File: src/rtl/ptrpd_pkg.sv
// shared types, constants and helpers of the planar tile row palette decoder
// no dependencies
package ptrpd_pkg;

  localparam int unsigned COLOUR_RAM_BYTES_DEF = 512;
  localparam int unsigned LANES                = 8;
  localparam int unsigned PIXEL_W              = 24;
  localparam int unsigned WORD_ADDR_MAX_W      = 8;

  localparam logic [PIXEL_W-1:0] BACKDROP_RGB = 24'h101018;
  localparam logic [PIXEL_W-1:0] MISSING_RGB  = 24'hFF00FF;

  typedef enum logic {
    CMD_WRITE  = 1'b0,
    CMD_DECODE = 1'b1
  } ptrpd_cmd_e;

  // colour ram write request, shared by all lane copies
  typedef struct packed {
    logic                       lo_we;
    logic                       hi_we;
    logic [WORD_ADDR_MAX_W-1:0] word_addr;
    logic [7:0]                 data;
  } ptrpd_wr_t;

  // 5-bit channel to 8 bits by bit replication
  function automatic logic [7:0] expand5(input logic [4:0] c);
    return {c, c[4:2]};
  endfunction

endpackage

File: src/rtl/ptrpd_ram.sv
// generic single-write, single-read ram with registered read data
// no dependencies
module ptrpd_ram #(
  parameter int unsigned WIDTH = 8,
  parameter int unsigned DEPTH = 256,
  parameter int unsigned AW    = $clog2(DEPTH)
) (
  input  logic             clk_i,
  input  logic             we_i,
  input  logic [AW-1:0]    waddr_i,
  input  logic [WIDTH-1:0] wdata_i,
  input  logic             re_i,
  input  logic [AW-1:0]    raddr_i,
  output logic [WIDTH-1:0] rdata_o
);

  logic [WIDTH-1:0] mem_q [DEPTH];
  logic [WIDTH-1:0] rdata_q;

  always_ff @(posedge clk_i) begin
    if (we_i) begin
      mem_q[waddr_i] <= wdata_i;
    end
    if (re_i) begin
      rdata_q <= mem_q[raddr_i];
    end
  end

  assign rdata_o = rdata_q;

endmodule

File: src/rtl/ptrpd_lane.sv
// one pixel lane: entry address, private colour ram copy, channel expansion
// depends on ptrpd_pkg and ptrpd_ram
module ptrpd_lane
  import ptrpd_pkg::*;
#(
  parameter int unsigned COLOUR_RAM_BYTES = COLOUR_RAM_BYTES_DEF
) (
  input  logic               clk_i,
  input  ptrpd_wr_t          wr_i,
  input  logic               rd_en_i,
  input  logic               four_bit_mode_i,
  input  logic [3:0]         index_i,
  input  logic [7:0]         palette_i,
  output logic [PIXEL_W-1:0] rgb_o
);

  localparam int unsigned WORDS = (COLOUR_RAM_BYTES + 1) / 2;
  localparam int unsigned WA    = $clog2(WORDS);

  logic [11:0] entry;
  logic        backdrop;
  logic        missing;
  logic        backdrop_q;
  logic        missing_q;
  logic [7:0]  lo_byte;
  logic [7:0]  hi_byte;
  logic [15:0] c16;

  always_comb begin
    if (four_bit_mode_i) begin
      entry = {palette_i, index_i};
    end else begin
      entry = {2'b00, palette_i, index_i[1:0]};
    end
    backdrop = (index_i == 4'd0);
    // high byte of the entry must lie inside the store
    missing  = ({entry, 1'b1} >= 13'(COLOUR_RAM_BYTES));
  end

  ptrpd_ram #(.WIDTH(8), .DEPTH(WORDS)) u_ram_lo (
    .clk_i   (clk_i),
    .we_i    (wr_i.lo_we),
    .waddr_i (wr_i.word_addr[WA-1:0]),
    .wdata_i (wr_i.data),
    .re_i    (rd_en_i),
    .raddr_i (entry[WA-1:0]),
    .rdata_o (lo_byte)
  );

  ptrpd_ram #(.WIDTH(8), .DEPTH(WORDS)) u_ram_hi (
    .clk_i   (clk_i),
    .we_i    (wr_i.hi_we),
    .waddr_i (wr_i.word_addr[WA-1:0]),
    .wdata_i (wr_i.data),
    .re_i    (rd_en_i),
    .raddr_i (entry[WA-1:0]),
    .rdata_o (hi_byte)
  );

  always_ff @(posedge clk_i) begin
    if (rd_en_i) begin
      backdrop_q <= backdrop;
      missing_q  <= missing;
    end
  end

  assign c16 = {hi_byte, lo_byte};

  always_comb begin
    if (backdrop_q) begin
      rgb_o = BACKDROP_RGB;
    end else if (missing_q) begin
      rgb_o = MISSING_RGB;
    end else begin
      rgb_o = {expand5(c16[4:0]), expand5(c16[9:5]), expand5(c16[14:10])};
    end
  end

endmodule

File: config.mk
export PLATFORM = sky130hd
export DESIGN_NAME = ptrpd_lane
export DESIGN_NICKNAME = d
export VERILOG_FILES = /design/src/rtl/ptrpd_pkg.sv /design/src/rtl/ptrpd_ram.sv /design/src/rtl/ptrpd_lane.sv
export SDC_FILE = /design/constraint.sdc
export NUM_CORES = 2
export LEC_CHECK = 0
export ABC_CLOCK_PERIOD_IN_PS = 2600
export BUFFER_PORTS_ARGS = -buffer_cell sky130_fd_sc_hd__buf_4
export CAP_MARGIN = 20
export CORE_MARGIN = 3
export CORE_UTILIZATION = 25
export CTS_CLUSTER_SIZE = 20
export DETAILED_ROUTE_END_ITERATION = 7
export HOLD_SLACK_MARGIN = 0.03
export PLACE_DENSITY = 0.45
export SYNTH_ARGS = -nofsm -noshare
export SYNTH_HDL_FRONTEND = slang
export SYNTH_SLANG_ARGS = --single-unit
File: constraint.sdc
create_clock -name clk_i -period 2.6 [get_ports clk_i]
set_input_delay 0.39 -clock clk_i [delete_from_list [all_inputs] [get_ports clk_i]]
set_output_delay 0.39 -clock clk_i [all_outputs]
set_load 0.01 [all_outputs]
* Word level (Yosys, flattened, before mapping)
Memory sizes are Yosys's and may differ from the RTL's. A register that Yosys moved wholly into a read port is not among the register bits.
Index checks and enable logic that the tools add are counted.
** Operators by class
- $add $sub $neg :: 0
- $mul :: 0
- Divide/modulo/power cells :: 0
- Magnitude comparators :: 1
- Equal/unequal tests :: 0
- Shifts and indexed selects :: 0
- Muxes and demuxes :: 7
- Bitwise logic cells :: 0
- Reduce and logical (&&, ||, !) cells :: 1
** Operators by type and width (number)
- 24-bit two-way mux :: 2
- 13-bit by 10-bit >= comparator with 1-bit output (second input constant) :: 1
- 12-bit two-way mux :: 1
- 4-bit zero test :: 1
- 1-bit two-way mux :: 4
** Word-level totals
- Bits in registers :: 2
- Latch bits :: 0
- Bits in writable memories :: 4096
- Bits in read-only memories :: 0
- Bits of input ports :: 33
- Output and inout port bits :: 24
- Logic and storage cells :: 13
- Memories kept :: 2
** Memories
- u_ram_hi.mem_q :: depth 256, width 8, rd ports 1, clocked after Yosys merged registers in 1, wr ports 1, RTL line ptrpd_ram.sv:17 : logic [WIDTH-1:0] mem_q [DEPTH];
- u_ram_lo.mem_q :: depth 256, width 8, rd ports 1, clocked after Yosys merged registers in 1, wr ports 1, RTL line ptrpd_ram.sv:17

* Longest topological paths before layout
- Depth in word-level cells :: 2
- Mapped depth :: 9
- Mapped depth without buffers :: 5

* By module
Synthesis repeated with hierarchy kept, for this count alone.
** Second synthesis, totals
- Cells, all modules :: 7514
- Area total of the unflattened synthesis :: 159625.6 µm²
** By module, submodules not included
- ptrpd_ram :: times used 2, cells an instance 3733, area an instance 79636.4 µm²
- ptrpd_lane :: times used 1, cells an instance 48, area an instance 352.8 µm²

* Least setup slack after synthesis
OpenSTA, ideal clock, no wires.
- Path kind :: input-to-reg
- Start :: input port index_i[1]
- End :: register u_ram_lo.rdata_q[3], in the netlist u_ram_lo.rdata_o[3] (read register of u_ram_lo.mem_q) (data pin)
- Library setup time :: 279 ps
- Arrival time :: 2175 ps
- Setup slack :: 146 ps
- Stages on the path :: 9
- Buffers on the path :: 4
- Cells stage by stage :: buf_2 -> buf_2 -> buf_2 -> clkbuf_1 -> mux4_2 -> o21ai_0 -> a41oi_1 -> o41ai_1 -> o2111ai_1
** On the way
- Word-level cells in the longest chain between the ends :: 1
** RTL lines
- from (decl) :: RTL line ptrpd_lane.sv:12 : input logic [3:0] index_i,
- 12-bit two-way mux :: RTL line ptrpd_lane.sv:30 : if (four_bit_mode_i) begin
- to (decl) :: RTL line ptrpd_ram.sv:18 : logic [WIDTH-1:0] rdata_q;
Every way passes these cells.
A chain may end at the register's enable or synchronous reset.

* Final worst setup path
- Start :: register u_ram_hi.rdata_q[2], in the netlist u_ram_hi.rdata_o[2] (read register of u_ram_hi.mem_q)
- End :: output port rgb_o[3]
** On the way
- Word-level cells in the longest chain between the ends :: 2
** RTL lines
- from (decl) :: RTL line ptrpd_ram.sv:18
- 24-bit two-way mux :: RTL line ptrpd_lane.sv:72 : end else if (missing_q) begin
- 24-bit two-way mux :: RTL line ptrpd_lane.sv:70 : if (backdrop_q) begin
- to (decl) :: RTL line ptrpd_lane.sv:14 : output logic [PIXEL_W-1:0] rgb_o
Every way passes these cells.

==> qor.txt <==
# Max-Cap Violations: 0
Post-synthesis cell type count: 33
Post-detail-place hpwl: 303 mm
I/O Buffers: 56
Average routed wire per standard cell: 27.7 um
H-tree depth: 5
Crit. End Element: output port
Clk slew on worst S/H paths: 0.06 ns
Chip Height: 780 um
Power Density: 731 nW/um^2
Slew Limit Fails: 0
Kind of critical path: reg -> out
I/O pin total: 57
Final setup margin: -0.131 ns
Worst setup SP type: flop
Placed Area: 171000 sq um
CP arrival: 2.34 ns
Worst Skew: 0.110 ns
Final Instance Area: 186000 sq um
Post-DRT Antenna Nets: 0
Endpoints failing setup: 6
Total CTS buffers: 423
Post-synthesis sequential area ratio: 77.3%
CP required: 2.21 ns
Status: finished, violations left
Slew @ Worst Pin: 1.09 ns
Hold crit path type: in -> reg
Fraction of registers with async set/reset: 0%
EDFF count, synth: 3857
Peak VDD IR: 0.528 mV
P_leak: 0.0575 uW
Most frequent cells in the layout: 3857 x edfxtp_1, 1120 x buf_4, 960 x mux4_2
Avg Synthesized Cell Area: 20.6 sq um
Avg Vias per Cell: 4.73
Share of layout cells above drive strength 1: 34.2%
RePlAce Congestion: 0.824
Setup WS pre-CTS: -1.30 ns
Final hold viol count: 0
Initial Utilization: 25.2%
Top cell type's share of synthesized area: 77.3%
Register bit total from synthesis: 3857
Most common cell after layout, fill and taps aside: edfxtp_1
Period minus WS final: 2.73 ns
CTS root buf: clkbuf_16
Die W: 780 um
Num rows: 283
Worst rel slew slack: 27.4%
Gr ovfl total: 0
Clock buffer depth: 4
Final period util: 105%
DRC violation count after routing: 0
Via Count: 79900
Global-route wire length before repair: 656 mm
Synth top area cells: edfxtp_1 77%, mux4_2 14%, o21ai_0 3.2%, a41oi_1 1.4%, nor2_1 1.3%
Nets@finish: 8591
Failing checks: setup timing
Mapped Area: 150000 sq um
GRT Total Usage: 14.9%
First-iteration detailed-routing DRC count: 8240
Largest net degree at the start of global routing: 140
CTS tree: built
Clock sink count: 3857
Synth warn: 0
Routed wire length: 468 mm
Fmax: 366 MHz
Crit-path max FO: 1
P&R area growth vs syn: 23.8%
Initial antenna violation count: 45
Top_reg_cell synth: edfxtp_1
Clk_lat worst skew: 1.00 ns
Syn Nets: 7313
Cell count after synthesis: 7280
Vias in the first global route: 82700
Filler cells: 57400
Cell taking the most area after synthesis: edfxtp_1
RSZ-0062 raised after global routing: true
Total iterations of the first detailed-routing run: 6
Die area: 609000 sq um
Core box area: 596000 sq um
-- area by class of cell --
cell class              count  area (sq um)  share of cell area, %
flip-flops and latches   3857        116000                   62.4
multi-input cells        2867         32500                   17.5
repair buffers           1405         13600                   7.34
clock buffers             501         10900                   5.90
well taps                7980          9980                   5.38
clock inverters           258          2670                   1.44
diodes                     14          35.0                 0.0189
inverters                   4          17.5                0.00944
-- metal layers --
layer / routed length (um) / part of all wire, % / vias up / global-route usage (%)
met5: 127 / 0.027 / - / 0
met4: 10800 / 2.3 / 20 / 3.49
met3: 28200 / 6.0 / 598 / 2.22
met2: 226000 / 48 / 2729 / 24.7
met1: 203000 / 43 / 43400 / 20.7
li1: - / - / 33200 / -
-- kinds of logic (layout without fill, tap and decap cells) --
group | after synthesis | after routing | share of synthesized area [%]
compound gates | 1270 | 1270 | 5.00
buf+inv | 556 | 2168 | 1.59
flops | 3857 | 3857 | 77.3
mux | 960 | 960 | 14.4
other cells | 0 | 14 | 0
simple gates | 637 | 637 | 1.72
-- synthesized netlist by cell type (2+ instances only) --
master and instances:
edfxtp_1 3857, mux4_2 960, o21ai_0 957, nor2_1 533, clkbuf_1 393, a41oi_1 240, buf_2 105, o41ai_1 45
nand2_1 43, buf_1 28, buf_6 16, nor4_1 16, o2111ai_1 15, buf_4 10, and3b_1 7, nand3_1 7
nor2b_1 6, o21ai_1 6, and2_1 5, a31oi_1 4, inv_1 4, nor3b_1 4, and3_1 3, nor3b_2 3
or3_1 3, nand3b_1 2, nor3_1 2
-- what timing repair did --
item | in CTS | in global routing
hold endpoints to repair | 366 | 0
setup buffers | 4 | 2
resized for setup | 94 | 19
endpoints found under the setup margin | 35 | 30
pin swaps | 19 | 10
hold buffers | 19 | 0
gates cloned | 0 | 0
-- final timing paths --
check / startpoint / end / slack [ns] / cells after the start
worst max register to register: u_ram_lo.mem_q[139][7] / u_ram_lo.rdata_o[7] / 0.06 / 7
worst max-delay path: u_ram_hi.rdata_o[2] / rgb_o[3] / -0.13 / 2
worst min register to register: u_ram_hi.mem_q[100][6] / u_ram_hi.rdata_o[6] / 1.15 / 5
worst min-delay path: wr_i[10] / u_ram_hi.mem_q[30][5] / 0.14 / 4
-- power breakdown --
group,internal (uW),total (uW),switching (uW)
clock,34200,59100,24900
sequential,68600,68700,98.1
combinational,2990,7900,4920
total,106000,136000,29900
-- sequential cells by signal (all words and copies together) (netlist names) --
signal	flops
u_ram_lo.rdata_o	8
missing_q	1
u_ram_hi.mem_q	1792
backdrop_q	1
u_ram_lo.mem_q	2048
u_ram_hi.rdata_o	7
-- stage by stage --
stage	hold slack (ns)	utilization [%]	TNS, ns	total power (uW)	std cells
final	0.139	31.2	-0.417	136000	16900
after global routing	0.0762	31.1	-1.71	140000	16900
after floorplan	0.489	-	0	73000	7280
after CTS	0.0387	31.1	-2.24	137000	16900
after detailed placement	0.821	28.7	-14.00	77800	16100
after global placement	0.816	28.7	-14.90	77800	16100
-- critical path: stages, from the launching register on --
cell and delay [ns]:
edfxtp_1 0.62, or3_4 0.53, buf_6 0.16
Note: power is estimated with default switching activity, not from simulation.
